### src/rtl/page_frame_allocator_core_defines.svh
// Assertion macros used by the page frame allocator top level.
`ifndef PAGE_FRAME_ALLOCATOR_CORE_DEFINES_SVH
`define PAGE_FRAME_ALLOCATOR_CORE_DEFINES_SVH

// Same-cycle implication, checked on every rising clock edge out of reset.
`define PFA_ASSERT_IMPL(label, clk, rst_n, ante, cons) \
    label: assert property (@(posedge clk) disable iff (!(rst_n)) (ante) |-> (cons)) \
        else $error("page frame allocator: same-cycle check failed");

// Next-cycle implication, checked on every rising clock edge out of reset.
`define PFA_ASSERT_NEXT(label, clk, rst_n, ante, cons) \
    label: assert property (@(posedge clk) disable iff (!(rst_n)) (ante) |=> (cons)) \
        else $error("page frame allocator: next-cycle check failed");

`endif

### src/rtl/pfa_pkg.sv
// Shared constants, types and helper functions of the page frame allocator.
`default_nettype none

package pfa_pkg;

    // Sizes of the managed memory.
    localparam int FRAMES          = 16;
    localparam int PAGES_PER_PROC  = 16;
    localparam int PROCS           = 4;
    localparam int LINES_PER_FRAME = 4;

    // Field widths of the transaction payloads.
    localparam int PROC_W      = 2;
    localparam int PAGE_W      = 4;
    localparam int START_W     = 4;
    localparam int STATUS_W    = 3;
    localparam int FRAME_W     = 4;
    localparam int LINE_ADDR_W = 6;
    localparam int FREED_W     = 5;

    // Derived internal widths.
    localparam int FIDX_W      = $clog2(FRAMES);
    localparam int COUNT_W     = $clog2(FRAMES + 1);
    localparam int MAP_ENTRIES = PROCS * PAGES_PER_PROC;
    localparam int MAP_IDX_W   = $clog2(MAP_ENTRIES);
    localparam int LINE_OFS_W  = $clog2(LINES_PER_FRAME);

    // Request function codes.
    localparam logic FUNC_MAP     = 1'b0;
    localparam logic FUNC_RELEASE = 1'b1;

    // Result status codes.
    typedef enum logic [STATUS_W-1:0] {
        STAT_HIT      = 3'd0,
        STAT_FREE     = 3'd1,
        STAT_EVICT    = 3'd2,
        STAT_NOFRAME  = 3'd3,
        STAT_RELEASED = 3'd4
    } t_status;

    // Controller states.
    typedef enum logic [2:0] {
        S_IDLE,
        S_LOOK,
        S_SCAN,
        S_REL_RD,
        S_REL_WR,
        S_REL_END,
        S_DONE
    } t_state;

    // Datapath operations issued by the controller.
    typedef enum logic [3:0] {
        OP_NONE,
        OP_LOAD,
        OP_HIT,
        OP_ALLOC,
        OP_EVICT,
        OP_NOFRAME,
        OP_SCAN_NEXT,
        OP_REL_NEXT,
        OP_REL_FREE,
        OP_RELEASED
    } t_dp_op;

    // Command from controller to datapath.
    typedef struct packed {
        t_dp_op op;
        logic   out_load;
    } t_cmd;

    // Status from datapath to controller.
    typedef struct packed {
        logic func;
        logic proc_bad;
        logic page_bad;
        logic hit;
        logic free_avail;
        logic victim_ok;
        logic scan_last;
        logic rel_valid;
        logic rel_last;
        logic out_free;
    } t_stat;

    // Flat page table index of a process and page.
    function automatic logic [MAP_IDX_W-1:0] map_index(input logic [PROC_W-1:0] p,
                                                       input logic [PAGE_W-1:0] g);
        return MAP_IDX_W'(MAP_IDX_W'(p) * MAP_IDX_W'(PAGES_PER_PROC) + MAP_IDX_W'(g));
    endfunction

    // Circular increment of a frame index or queue pointer.
    function automatic logic [FIDX_W-1:0] frame_inc(input logic [FIDX_W-1:0] f);
        return (f == FIDX_W'(FRAMES - 1)) ? '0 : f + FIDX_W'(1);
    endfunction

endpackage

`default_nettype wire

### src/rtl/pfa_ctrl.sv
// Controller state machine of the page frame allocator.
`default_nettype none

module pfa_ctrl (
    input  logic           i_clk,
    input  logic           i_rst_n,
    input  logic           i_valid,
    input  pfa_pkg::t_stat i_stat,
    output pfa_pkg::t_cmd  o_cmd,
    output logic           o_ready
);
    import pfa_pkg::*;

    t_state r_state;
    t_state n_state;

    // State register.
    always_ff @(posedge i_clk) begin
        if (!i_rst_n) begin
            r_state <= S_IDLE;
        end else begin
            r_state <= n_state;
        end
    end

    // Next state and commands.
    always_comb begin
        n_state        = r_state;
        o_cmd.op       = OP_NONE;
        o_cmd.out_load = 1'b0;
        o_ready        = 1'b0;
        unique case (r_state)
            S_IDLE: begin
                o_ready = 1'b1;
                if (i_valid) begin
                    o_cmd.op = OP_LOAD;
                    n_state  = (i_stat.func == FUNC_RELEASE) ? S_REL_RD : S_LOOK;
                end
            end
            S_LOOK: begin
                // The page table read issued at acceptance is available now.
                if (i_stat.proc_bad || i_stat.page_bad) begin
                    o_cmd.op = OP_NOFRAME;
                    n_state  = S_DONE;
                end else if (i_stat.hit) begin
                    o_cmd.op = OP_HIT;
                    n_state  = S_DONE;
                end else if (i_stat.free_avail) begin
                    o_cmd.op = OP_ALLOC;
                    n_state  = S_DONE;
                end else begin
                    n_state = S_SCAN;
                end
            end
            S_SCAN: begin
                // One candidate victim frame per cycle.
                if (i_stat.victim_ok) begin
                    o_cmd.op = OP_EVICT;
                    n_state  = S_DONE;
                end else if (i_stat.scan_last) begin
                    o_cmd.op = OP_NOFRAME;
                    n_state  = S_DONE;
                end else begin
                    o_cmd.op = OP_SCAN_NEXT;
                end
            end
            S_REL_RD: begin
                if (i_stat.proc_bad) begin
                    o_cmd.op = OP_RELEASED;
                    n_state  = S_DONE;
                end else if (i_stat.rel_valid) begin
                    n_state = S_REL_WR;
                end else if (i_stat.rel_last) begin
                    o_cmd.op = OP_RELEASED;
                    n_state  = S_DONE;
                end else begin
                    o_cmd.op = OP_REL_NEXT;
                end
            end
            S_REL_WR: begin
                o_cmd.op = OP_REL_FREE;
                n_state  = i_stat.rel_last ? S_REL_END : S_REL_RD;
            end
            S_REL_END: begin
                o_cmd.op = OP_RELEASED;
                n_state  = S_DONE;
            end
            S_DONE: begin
                if (i_stat.out_free) begin
                    o_cmd.out_load = 1'b1;
                    n_state        = S_IDLE;
                end
            end
            default: begin
                n_state = S_IDLE;
            end
        endcase
    end

endmodule

`default_nettype wire

### src/rtl/pfa_datapath.sv
// Datapath of the page frame allocator: tables, free queue, page map memory and result registers.
`default_nettype none

module pfa_datapath (
    input  logic                          i_clk,
    input  logic                          i_rst_n,
    input  pfa_pkg::t_cmd                 i_cmd,
    output pfa_pkg::t_stat                o_stat,
    input  logic                          i_func,
    input  logic [pfa_pkg::PROC_W-1:0]    i_proc,
    input  logic [pfa_pkg::PAGE_W-1:0]    i_page,
    input  logic [pfa_pkg::START_W-1:0]   i_rand_start,
    input  logic                          i_ready,
    output logic                          o_valid,
    output logic [pfa_pkg::STATUS_W-1:0]  o_status,
    output logic [pfa_pkg::FRAME_W-1:0]   o_frame,
    output logic [pfa_pkg::LINE_ADDR_W-1:0] o_line_address,
    output logic [pfa_pkg::PROC_W-1:0]    o_evicted_proc,
    output logic [pfa_pkg::PAGE_W-1:0]    o_evicted_page,
    output logic [pfa_pkg::FREED_W-1:0]   o_frames_freed
);
    import pfa_pkg::*;

    localparam int SUM_W = FIDX_W + 1;

    // Latched request.
    logic [PROC_W-1:0]  r_proc;
    logic [PAGE_W-1:0]  r_page;
    logic [FIDX_W-1:0]  r_start;

    // Walk counters.
    logic [FIDX_W-1:0]  r_scan;
    logic [PAGE_W-1:0]  r_rel_page;

    // Free frame queue.
    logic [FIDX_W-1:0]  r_queue [FRAMES];
    logic [FIDX_W-1:0]  r_head;
    logic [FIDX_W-1:0]  r_tail;
    logic [COUNT_W-1:0] r_count;

    // Frame owner table; the page is kept per frame so an eviction needs no table walk.
    logic               r_own_valid [FRAMES];
    logic [PROC_W-1:0]  r_own_proc  [FRAMES];
    logic [PAGE_W-1:0]  r_own_page  [FRAMES];

    // Page table: valid bits in flops, frame numbers in a memory.
    logic               r_map_valid [MAP_ENTRIES];
    logic [FIDX_W-1:0]  r_map_frame [MAP_ENTRIES];
    logic [FIDX_W-1:0]  r_rd_data;

    // Pending result.
    t_status            r_res_status;
    logic [FIDX_W-1:0]  r_res_frame;
    logic [PROC_W-1:0]  r_res_eproc;
    logic [PAGE_W-1:0]  r_res_epage;
    logic [FREED_W-1:0] r_res_freed;

    // Output register.
    logic               r_out_valid;
    t_status            r_out_status;
    logic [FIDX_W-1:0]  r_out_frame;
    logic [PROC_W-1:0]  r_out_eproc;
    logic [PAGE_W-1:0]  r_out_epage;
    logic [FREED_W-1:0] r_out_freed;

    logic [MAP_IDX_W-1:0] req_idx;
    logic [MAP_IDX_W-1:0] rel_idx;
    logic [MAP_IDX_W-1:0] rd_addr;
    logic [MAP_IDX_W-1:0] evict_idx;
    logic [SUM_W-1:0]     scan_sum;
    logic [FIDX_W-1:0]    scan_f;
    logic [FIDX_W-1:0]    alloc_f;
    logic [FIDX_W-1:0]    rel_f;
    logic [PROC_W-1:0]    victim_proc;
    logic [PAGE_W-1:0]    victim_page;
    logic                 out_free;
    logic                 mem_we;
    logic [FIDX_W-1:0]    mem_wdata;

    // Addresses and candidate frames.
    always_comb begin
        req_idx     = map_index(r_proc, r_page);
        rel_idx     = map_index(r_proc, r_rel_page);
        rd_addr     = (i_cmd.op == OP_LOAD) ? map_index(i_proc, i_page) : rel_idx;
        scan_sum    = {1'b0, r_start} + {1'b0, r_scan};
        scan_f      = (scan_sum >= SUM_W'(FRAMES)) ? FIDX_W'(scan_sum - SUM_W'(FRAMES))
                                                   : FIDX_W'(scan_sum);
        victim_proc = r_own_proc[scan_f];
        victim_page = r_own_page[scan_f];
        evict_idx   = map_index(victim_proc, victim_page);
        alloc_f     = r_queue[r_head];
        rel_f       = r_rd_data;
        out_free    = !r_out_valid || i_ready;
        mem_we      = (i_cmd.op == OP_ALLOC) || (i_cmd.op == OP_EVICT);
        mem_wdata   = (i_cmd.op == OP_ALLOC) ? alloc_f : scan_f;
    end

    // Status toward the controller.
    always_comb begin
        o_stat.func       = i_func;
        o_stat.proc_bad   = 32'(r_proc) >= PROCS;
        o_stat.page_bad   = 32'(r_page) >= PAGES_PER_PROC;
        o_stat.hit        = r_map_valid[req_idx];
        o_stat.free_avail = r_count != '0;
        o_stat.victim_ok  = r_own_valid[scan_f] && (victim_proc != r_proc);
        o_stat.scan_last  = r_scan == FIDX_W'(FRAMES - 1);
        o_stat.rel_valid  = r_map_valid[rel_idx];
        o_stat.rel_last   = r_rel_page == PAGE_W'(PAGES_PER_PROC - 1);
        o_stat.out_free   = out_free;
    end

    // Page map memory: one write and one registered read per cycle.
    always_ff @(posedge i_clk) begin
        if (mem_we) begin
            r_map_frame[req_idx] <= mem_wdata;
        end
        r_rd_data <= r_map_frame[rd_addr];
    end

    // Queue, ownership, valid bits and output valid.
    always_ff @(posedge i_clk) begin
        if (!i_rst_n) begin
            for (int i = 0; i < FRAMES; i++) begin
                r_queue[i]     <= FIDX_W'(i);
                r_own_valid[i] <= 1'b0;
                r_own_proc[i]  <= '0;
            end
            for (int j = 0; j < MAP_ENTRIES; j++) begin
                r_map_valid[j] <= 1'b0;
            end
            r_head      <= '0;
            r_tail      <= '0;
            r_count     <= COUNT_W'(FRAMES);
            r_out_valid <= 1'b0;
        end else begin
            case (i_cmd.op)
                OP_ALLOC: begin
                    r_head               <= frame_inc(r_head);
                    r_count              <= r_count - COUNT_W'(1);
                    r_own_valid[alloc_f] <= 1'b1;
                    r_own_proc[alloc_f]  <= r_proc;
                    r_map_valid[req_idx] <= 1'b1;
                end
                OP_EVICT: begin
                    // The victim belongs to another process, so the two entries differ.
                    r_map_valid[evict_idx] <= 1'b0;
                    r_map_valid[req_idx]   <= 1'b1;
                    r_own_proc[scan_f]     <= r_proc;
                end
                OP_REL_FREE: begin
                    r_own_valid[rel_f]   <= 1'b0;
                    r_own_proc[rel_f]    <= '0;
                    r_map_valid[rel_idx] <= 1'b0;
                    if (r_count < COUNT_W'(FRAMES)) begin
                        r_queue[r_tail] <= rel_f;
                        r_tail          <= frame_inc(r_tail);
                        r_count         <= r_count + COUNT_W'(1);
                    end
                end
                default: begin
                end
            endcase
            if (i_cmd.out_load) begin
                r_out_valid <= 1'b1;
            end else if (i_ready) begin
                r_out_valid <= 1'b0;
            end
        end
    end

    // Request latch, counters, owner pages and result registers.
    always_ff @(posedge i_clk) begin
        case (i_cmd.op)
            OP_LOAD: begin
                r_proc      <= i_proc;
                r_page      <= i_page;
                r_start     <= FIDX_W'(32'(i_rand_start) % FRAMES);
                r_scan      <= '0;
                r_rel_page  <= '0;
                r_res_freed <= '0;
            end
            OP_HIT: begin
                r_res_status <= STAT_HIT;
                r_res_frame  <= r_rd_data;
                r_res_eproc  <= '0;
                r_res_epage  <= '0;
            end
            OP_ALLOC: begin
                r_own_page[alloc_f] <= r_page;
                r_res_status        <= STAT_FREE;
                r_res_frame         <= alloc_f;
                r_res_eproc         <= '0;
                r_res_epage         <= '0;
            end
            OP_EVICT: begin
                r_own_page[scan_f] <= r_page;
                r_res_status       <= STAT_EVICT;
                r_res_frame        <= scan_f;
                r_res_eproc        <= victim_proc;
                r_res_epage        <= victim_page;
            end
            OP_NOFRAME: begin
                r_res_status <= STAT_NOFRAME;
                r_res_frame  <= '0;
                r_res_eproc  <= '0;
                r_res_epage  <= '0;
            end
            OP_SCAN_NEXT: begin
                r_scan <= r_scan + FIDX_W'(1);
            end
            OP_REL_NEXT: begin
                r_rel_page <= r_rel_page + PAGE_W'(1);
            end
            OP_REL_FREE: begin
                r_rel_page  <= r_rel_page + PAGE_W'(1);
                r_res_freed <= r_res_freed + FREED_W'(1);
            end
            OP_RELEASED: begin
                r_res_status <= STAT_RELEASED;
                r_res_frame  <= '0;
                r_res_eproc  <= '0;
                r_res_epage  <= '0;
            end
            default: begin
            end
        endcase
        if (i_cmd.out_load) begin
            r_out_status <= r_res_status;
            r_out_frame  <= r_res_frame;
            r_out_eproc  <= r_res_eproc;
            r_out_epage  <= r_res_epage;
            r_out_freed  <= r_res_freed;
        end
    end

    // Output ports; the line address is the frame scaled by the lines per frame.
    assign o_valid        = r_out_valid;
    assign o_status       = r_out_status;
    assign o_frame        = FRAME_W'(r_out_frame);
    assign o_line_address = LINE_ADDR_W'({r_out_frame, {LINE_OFS_W{1'b0}}});
    assign o_evicted_proc = r_out_eproc;
    assign o_evicted_page = r_out_epage;
    assign o_frames_freed = r_out_freed;

endmodule

`default_nettype wire

### src/rtl/page_frame_allocator_core.sv
// Top level of the page frame allocator: controller, datapath and checks.
//
//  Channel   Direction  Handshake           Payload
//  request   in         i_valid / o_ready   i_func, i_proc, i_page, i_rand_start
//  result    out        o_valid / i_ready   o_status, o_frame, o_line_address,
//                                           o_evicted_proc, o_evicted_page, o_frames_freed
//
// A hit or a free-frame map passes from acceptance through S_LOOK to S_DONE, where the result is loaded.
// An eviction, and a map that finds no victim, first run the victim scan, which checks one
// owner entry per cycle; a map that finds no victim scans every owner entry.
// A release walks the page table one unmapped page per cycle; a mapped page also passes
// through S_REL_WR, which frees the frame read from the page map memory, and when the last
// page is mapped the walk ends through S_REL_END.
// Reset is synchronous and needs no clearing pass; the next request is taken once the
// result has moved into the output register, which holds it while i_ready is low.
`default_nettype none

`include "page_frame_allocator_core_defines.svh"

module page_frame_allocator_core (
    input  logic                            i_clk,
    input  logic                            i_rst_n,
    input  logic                            i_valid,
    output logic                            o_ready,
    input  logic                            i_func,
    input  logic [pfa_pkg::PROC_W-1:0]      i_proc,
    input  logic [pfa_pkg::PAGE_W-1:0]      i_page,
    input  logic [pfa_pkg::START_W-1:0]     i_rand_start,
    output logic                            o_valid,
    input  logic                            i_ready,
    output logic [pfa_pkg::STATUS_W-1:0]    o_status,
    output logic [pfa_pkg::FRAME_W-1:0]     o_frame,
    output logic [pfa_pkg::LINE_ADDR_W-1:0] o_line_address,
    output logic [pfa_pkg::PROC_W-1:0]      o_evicted_proc,
    output logic [pfa_pkg::PAGE_W-1:0]      o_evicted_page,
    output logic [pfa_pkg::FREED_W-1:0]     o_frames_freed
);
    import pfa_pkg::*;

    t_cmd  cmd;
    t_stat stat;

    // Sequencer.
    pfa_ctrl u_ctrl (
        .i_clk   (i_clk),
        .i_rst_n (i_rst_n),
        .i_valid (i_valid),
        .i_stat  (stat),
        .o_cmd   (cmd),
        .o_ready (o_ready)
    );

    // Tables, queue and result registers.
    pfa_datapath u_datapath (
        .i_clk          (i_clk),
        .i_rst_n        (i_rst_n),
        .i_cmd          (cmd),
        .o_stat         (stat),
        .i_func         (i_func),
        .i_proc         (i_proc),
        .i_page         (i_page),
        .i_rand_start   (i_rand_start),
        .i_ready        (i_ready),
        .o_valid        (o_valid),
        .o_status       (o_status),
        .o_frame        (o_frame),
        .o_line_address (o_line_address),
        .o_evicted_proc (o_evicted_proc),
        .o_evicted_page (o_evicted_page),
        .o_frames_freed (o_frames_freed)
    );

    // A result is only loaded when the output register is empty or being drained.
    `PFA_ASSERT_IMPL(a_load_when_free, i_clk, i_rst_n, cmd.out_load, stat.out_free)
    // No result is loaded while a new request can be taken.
    `PFA_ASSERT_IMPL(a_no_load_in_idle, i_clk, i_rst_n, o_ready, !cmd.out_load)
    // An accepted transaction keeps the request channel closed in the next cycle.
    `PFA_ASSERT_NEXT(a_busy_after_accept, i_clk, i_rst_n, i_valid && o_ready, !o_ready)

endmodule

`default_nettype wire
### config.mk
export PLATFORM = sky130hd
export DESIGN_NAME = page_frame_allocator_core
export DESIGN_NICKNAME = d
export VERILOG_FILES = /design/src/rtl/pfa_pkg.sv /design/src/rtl/pfa_ctrl.sv /design/src/rtl/pfa_datapath.sv /design/src/rtl/page_frame_allocator_core.sv
export VERILOG_INCLUDE_DIRS = /design/src /design/src/rtl
export SDC_FILE = /design/constraint.sdc
export NUM_CORES = 1
export LEC_CHECK = 0
export BUFFER_PORTS_ARGS = -buffer_cell sky130_fd_sc_hd__buf_2
export CAP_MARGIN = 10
export CORE_MARGIN = 2
export CORE_UTILIZATION = 63
export CTS_CLUSTER_DIAMETER = 100
export CTS_CLUSTER_SIZE = 25
export DETAILED_ROUTE_END_ITERATION = 8
export PLACE_DENSITY = 0.86
export SKIP_CTS_REPAIR_TIMING = 1
export SLEW_MARGIN = 10
export SYNTH_ARGS = -nofsm -noshare
export SYNTH_HDL_FRONTEND = slang
export SYNTH_SLANG_ARGS = --single-unit
### constraint.sdc
create_clock -name i_clk -period 7 [get_ports i_clk]
set_clock_uncertainty 0.2 [all_clocks]
set_input_delay 2.1 -clock i_clk [delete_from_list [all_inputs] [get_ports i_clk]]
set_output_delay 2.1 -clock i_clk [all_outputs]
set_load 0.1 [all_outputs]
# == After elaboration in Yosys (flattened, before gate mapping) ==
# Memories as Yosys holds them, arrays and structs flattened. A register that Yosys moved wholly into a read port is not among the register bits.
# Cells that the tools add are included.
# totals
wordCells,186
reg_bits,71
ram_bits,496
inputBits,15
mem_count,6
output_inout_bits,26
# memory_table
name,depth,width,read_ports,rd_ports_with_merged_regs,wr,line,text
u_datapath.r_map_frame,64,4,1,1,1,pfa_datapath.sv:48,logic [FIDX_W-1:0] r_map_frame [MAP_ENTRIES];
u_datapath.r_map_valid,64,1,2,0,64,pfa_datapath.sv:47,logic r_map_valid [MAP_ENTRIES];
u_datapath.r_own_page,16,4,1,0,1,pfa_datapath.sv:44,logic [PAGE_W-1:0] r_own_page [FRAMES];
u_datapath.r_queue,16,4,1,1,16,pfa_datapath.sv:36,logic [FIDX_W-1:0] r_queue [FRAMES];
u_datapath.r_own_proc,16,2,1,0,16,pfa_datapath.sv:43,logic [PROC_W-1:0] r_own_proc [FRAMES];
u_datapath.r_own_valid,16,1,1,0,16,pfa_datapath.sv:42,logic r_own_valid [FRAMES];
# op_classes
magnitude_cmp,2
addsub,13
n_eq_ne,25
reduce_logical,30
muxes,89
bitwise,1
# ops
op,count
$mux W4,19
$mux W1,40
$mux W3,9
$add A6 B4 Y6,4
$eq A4 B4 Y1 const B,6
$mux W6,4
$pmux W4 S2,3
$pmux W4 S6,1
$pmux W3 S7,1
$pmux W5 S2,2
$add A4 B1 Y4 const B,4
$eq A4 B3 Y1 const B,4
$pmux W4 S4,1
$pmux W3 S5,1
$mux W2,6
$reduce_bool A2 Y1,6
$reduce_or A4 Y1,3
$add A5 B1 Y5 const B,2
$reduce_bool A5 Y1,2
$reduce_or A2 Y1,5
$eq A3 B3 Y1 const B,3
$eq A4 B2 Y1 const B,2
$eq A3 B2 Y1 const B,2
$add A4 B4 Y5,1
22 further kinds,29

# == Depth between registers and ports, before layout ==
# An unclocked memory read counts as a cell.
# depth
ltp_word,16
mapped_depth,15
depth_no_buf,11

# == By module ==
# Synthesis repeated with hierarchy kept, for this count alone.
# hier_totals
cells_unflattened,2015
hier_area_um2,26514.2
# modules_own_cells
module,area_per_inst_um2,instances,cells_each,seq_area_each_um2
pfa_datapath,26138.8,1,1960,16155.5
pfa_ctrl,375.4,1,55,60.1

# == Worst setup path before layout ==
# No wires, ideal clock.
# synth_timing
kind,register to register
from,register u_ctrl.r_state[1]
to,register u_datapath.r_rd_data[2] (read register of u_datapath.r_map_frame)
arrival_ps,5418
setup_ps,61
setup_slack_ps,1321
stages_incl_launch_ff,11
path_buffers,3
required_time_ps,6739
synth_period_minus_slack_ps,5679
cell_sequence,dfxtp_1 clkbuf_1 nor3_1 nand2_1 inv_1 buf_2 mux2i_1 clkbuf_1 mux4_2 a22oi_1 and4_1
# synth_between
elab_chain_len,4
word_cells_on_any_way,9
cone_classes,eq/ne: 6; mux: 2; reduce/logical: 1
# synth_lines
element,line,text
from (decl),pfa_ctrl.sv:14,t_state r_state;
from (signal assigned),pfa_ctrl.sv:22,r_state <= n_state;
"$eq A3 B3 Y1, or another cell as far along",pfa_ctrl.sv:32,unique case (r_state)
$pmux W4 S6 (*),pfa_ctrl.sv:32,
$eq A4 B1 Y1 (*),pfa_datapath.sv:84,"rd_addr = (i_cmd.op == OP_LOAD) ? map_index(i_proc, i_page) : rel_idx;"
$mux W6 (*),pfa_datapath.sv:84,
to (decl),pfa_datapath.sv:49,logic [FIDX_W-1:0] r_rd_data;
# Mark *: on every way between the ends. The rest lies on a longest branch, timed or not.
# A chain may end at the register's enable or synchronous reset.

# == Final worst setup path ==
# layout_timing
from,register u_datapath.r_scan[0]
to,"memory u_datapath.r_map_frame[59][3] (netlist bit), enable pin"
# layout_between
elab_chain_len,12
word_cells_on_any_way,17
cone_classes,add/sub: 2; order compare: 1; eq/ne: 4; mux: 6; reduce/logical: 2; memory: 2
# layout_lines
element,line,text
from (decl),pfa_datapath.sv:32,logic [FIDX_W-1:0] r_scan;
from (signal assigned),pfa_datapath.sv:209,r_scan <= r_scan + FIDX_W'(1);
$add A4 B4 Y5,pfa_datapath.sv:85,"scan_sum = {1'b0, r_start} + {1'b0, r_scan};"
$sub A4 B1 Y4 or $ge A5 B5 Y1 (tied branches),pfa_datapath.sv:86,scan_f = (scan_sum >= SUM_W'(FRAMES)) ? FIDX_W'(scan_sum - SUM_W'(FRAMES))
$mux W4,pfa_datapath.sv:86,
$mem_v2 Z16 W2,--,
$ne A2 B2 Y1,pfa_datapath.sv:105,o_stat.victim_ok = r_own_valid[scan_f] && (victim_proc != r_proc);
$logic_and A1 B1 Y1,pfa_datapath.sv:105,
$mux W4 (*),pfa_ctrl.sv:57,if (i_stat.victim_ok) begin
$pmux W4 S6 (*),pfa_ctrl.sv:32,
$eq A4 B2 Y1 or $eq A4 B3 Y1 (tied branches),pfa_datapath.sv:94,mem_we = (i_cmd.op == OP_ALLOC) || (i_cmd.op == OP_EVICT);
$logic_or A1 B1 Y1 (*),pfa_datapath.sv:94,
$mux W1 (*),pfa_datapath.sv:114,if (mem_we) begin
$mux W1 (implied by the code) (*),pfa_datapath.sv:115,r_map_frame[req_idx] <= mem_wdata;
to (decl),pfa_datapath.sv:48,
# Marked as above.

==> results.py <==
metrics = {
    "cts": {
        "cts_buffers": 26,
        "ctsHtreeMaxLevel": 1,
        "clk_pin_slew_ps": 100,
        "cts-root-buf": "clkbuf_16",
        "cts_tree": "done",
        "insertion_delay_ps": 620,
        "cts_sinks": 575,
        "clockBufferDepth": 3,
    },
    "routing": {
        "wl_per_cell_um": 26.8,
        "remaining_drc_errors": 0,
        "vias": 18200,
        "first_pass_iters": 7,
        "antenna_left": 0,
        "first_iter_violations": 2993,
        "totalWireLength_um": 68000,
        "vias_per_cell": 7.18,
    },
    "floorplan": {
        "die_h_um": 208,
        "start_util_pct": 64.0,
        "rows": 74,
        "fp.dieW_um": 208,
        "core_sq_um": 40800,
        "num_io_pins": 41,
        "die_area_sq_um": 43100,
    },
    "logic_synthesis": {
        "ys_types": 76,
        "synth_flop_cell": "edfxtp_1",
        "avgSynthCellArea_sq_um": 13.0,
        "seq_area_frac_synth_pct": 62.1,
        "yosys_register_bits": 575,
        "yosys_warnings": 0,
        "synth_cells": 2012,
        "synth_area_sq_um": 26100,
        "synth_enable_flop_cells": 470,
        "async_flop_share_pct": 0,
    },
    "hold_path": {
        "min_from": "u_datapath.r_res_frame[3]",
        "hold_path.class": "reg -> reg",
    },
    "worst_setup_path": {
        "crit_family": "simple AND/OR/NAND/NOR gates",
        "r2r-start": "u_datapath.r_scan[0]",
        "endpoint_kind": "flop",
        "critPathMaxFanout": 25,
        "cpPeakStageDelay_ps": 620,
        "critical_path_buf_inv_count": 0,
        "path_cells": "ha_2 > fa_1 > xnor2_2 > mux4_2 > nor4b_1 > a2111oi_1 > o221ai_2 > nand2b_4 > nand2_1 > nand3_1 > nor2_1",
        "worst-path-stages": 11,
        "cp.required_ps": 7070,
        "slowest_stage": "mux4_2",
        "rr_worst_depth": 11,
        "path_class": "reg -> reg",
        "arrival_ps": 5830,
        "r2r_slack_ps": 1240,
        "critPathLaunch": "u_datapath.r_scan[0]",
        "r2r-end": "u_datapath.r_map_frame[59][3]",
        "crit_path_start_kind": "flop",
        "endpoint": "u_datapath.r_map_frame[59][3]",
    },
    "finish": {
        "stdcell_area_sq_um": 27600,
        "multi_input_area_sq_um": 9300,
        "fin_nets": 2018,
        "layout_commonest_cell": "edfxtp_1",
        "layout_common_cells": "470 x edfxtp_1, 226 x nor2_1, 179 x nand2_1, 107 x mux4_2, 105 x dfxtp_1",
        "num-fill-cells": 2728,
        "layout-drive-gt1-share_pct": 12.6,
        "syn_to_final_growth_pct": 5.55,
        "diodes": 0,
        "seqCellArea_sq_um": 16200,
        "finalNonFillerCells": 2537,
    },
    "sta": {
        "slew_headroom_pct": 15.4,
        "setup_viol": 0,
        "fmax_mhz": 174,
        "timing.final.crit_share_pct": 82.3,
        "whs_ps": 226,
        "period_minus_slack_ps": 5760,
        "tightest_slew_ps": 1270,
        "finalHoldViolCount": 0,
        "rsz0062_at_grt": "no",
        "final.setup.tns_ps": 0,
        "drv_slew": 0,
    },
    "power_and_ir_drop": {
        "peakVddDrop_mv": 0.564,
        "power_density_nw_per_um2": 437,
        "leakagePower_uw": 0.00879,
        "finalPower_uw": 12100,
    },
    "placement": {
        "dp_hpwl_um": 45900,
        "dpl_cell_area_sq_um": 26800,
        "port_buffers": 38,
        "placedCellCount": 2490,
        "globalplace.congestion": 0.987,
    },
    "global_route": {
        "grt_max_degree": 90,
        "grt.total_usage_pct": 31.1,
        "first_global_vias": 17500,
        "grt_overflow": 0,
        "grt_pass1_wl_um": 103000,
        "antenna_found_initial": 1,
    },
    "status": {
        "status": "finished clean",
    },
    "run": {
        "cap_violations": 0,
    },
}
report_power, final:
group,internal [uW],total [uW],switching (uW)
registers,4600,4860,258
clock network,712,1740,1030
logic,1710,5460,3740
total,7030,12100,5030
Yosys cell counts (6+ instances only):
| master | instances | share of area, % |
|---|---|---|
| a211oi_1 | 68 | 2.0 |
| a21o_1 | 8 | 0.23 |
| a21oi_1 | 102 | 2.0 |
| a22oi_1 | 33 | 0.95 |
| a311oi_1 | 20 | 0.67 |
| a31oi_1 | 18 | 0.43 |
| and2_1 | 28 | 0.67 |
| and3_1 | 13 | 0.31 |
| buf_1 | 17 | 0.24 |
| buf_2 | 26 | 0.50 |
| buf_4 | 11 | 0.32 |
| clkbuf_1 | 77 | 1.1 |
| clkinv_1 | 6 | 0.086 |
| dfxtp_1 | 105 | 8.0 |
| edfxtp_1 | 470 | 54 |
| ha_1 | 15 | 0.72 |
| inv_1 | 16 | 0.23 |
| mux2_2 | 8 | 0.34 |
| mux2i_1 | 72 | 2.8 |
| mux4_2 | 107 | 9.2 |
| nand2_1 | 179 | 2.6 |
| nand2b_1 | 6 | 0.14 |
| nand3_1 | 93 | 1.8 |
| nand3b_1 | 6 | 0.17 |
| nand4_1 | 6 | 0.14 |
| nor2_1 | 226 | 3.2 |
| nor2b_1 | 21 | 0.50 |
| nor3_1 | 26 | 0.50 |
| nor4_1 | 10 | 0.24 |
| o21a_1 | 8 | 0.23 |
| o21ai_0 | 93 | 1.8 |
| o311ai_1 | 10 | 0.34 |
| or2_2 | 6 | 0.14 |
| xor2_1 | 11 | 0.37 |
how the worst min path moves through the flow:
stage / end / slack [ps] / depth (start not counted)
2_1_floorplan: u_datapath.o_evicted_page[0] / 200 / 0
3_3_place_gp: u_datapath.o_evicted_page[2] / 200 / 0
3_5_place_dp: u_datapath.o_frame[3] / 200 / 0
4_1_cts: u_datapath.o_frame[3] / 230 / 0
5_1_grt: u_datapath.o_status[0] / 240 / 0
6_report: u_datapath.o_frame[3] / 230 / 0
worst reg2reg max path, cell delays in order, from the launching register on:
cell and delay (ps):
edfxtp_1 470, ha_2 240, fa_1 450, xnor2_2 590, mux4_2 620, nor4b_1 170
a2111oi_1 510, o221ai_2 340, nand2b_4 410, nand2_1 230, nand3_1 590, nor2_1 610
state kept, by name, summed over array words and instances (netlist names), 5 cells and up, named ones only:
register,flops
u_datapath.r_count,5
u_datapath.r_map_frame,256
u_datapath.r_own_proc,32
u_datapath.r_own_page,64
u_datapath.r_queue,64
u_datapath.r_map_valid,64
u_datapath.o_frames_freed,5
u_datapath.r_res_freed,5
u_datapath.r_own_valid,16
cells by family (layout without fill, tap and decap cells):
group / count (synthesis) / count (layout) / synth area share [%]
AO/OA/AOI/OAI: 406 / 406 / 10.1
buffers and inverters: 156 / 148 / 2.58
XOR/XNOR: 17 / 17 / 0.599
other: 1 / 2 / 0.0144
multiplexers: 188 / 188 / 12.4
AND/OR/NAND/NOR: 652 / 652 / 11.4
flip-flops: 575 / 575 / 62.1
adder cells (fa/ha/maj): 17 / 17 / 0.872
layer usage:
layer / global-route usage (%) / wire (um) / vias up
li1: - / - / 7627
met1: 42.1 / 24000 / 8841
met2: 49.6 / 32000 / 1473
met3: 6.51 / 8860 / 262
met4: 12.6 / 3230 / 0
met5: 0 / 0 / -
final cells by class:
class | count | area share, %
clock inverter | 1 | 0.0590
sequential | 575 | 58.8
timing repair buffer | 78 | 2.02
multi-input combinational | 1282 | 33.7
tap | 532 | 2.41
inverter | 23 | 0.313
clock buffer | 46 | 2.63
per-stage QoR:
stage                     util [%]  setup slack (ps)
after floorplan                  -              1320
after global placement        65.7              1450
after detailed placement      65.7              1260
after CTS                     67.5              1310
after global routing          67.5              1060
final                         67.5              1240
Note: power is estimated with default switching activity, not from simulation.
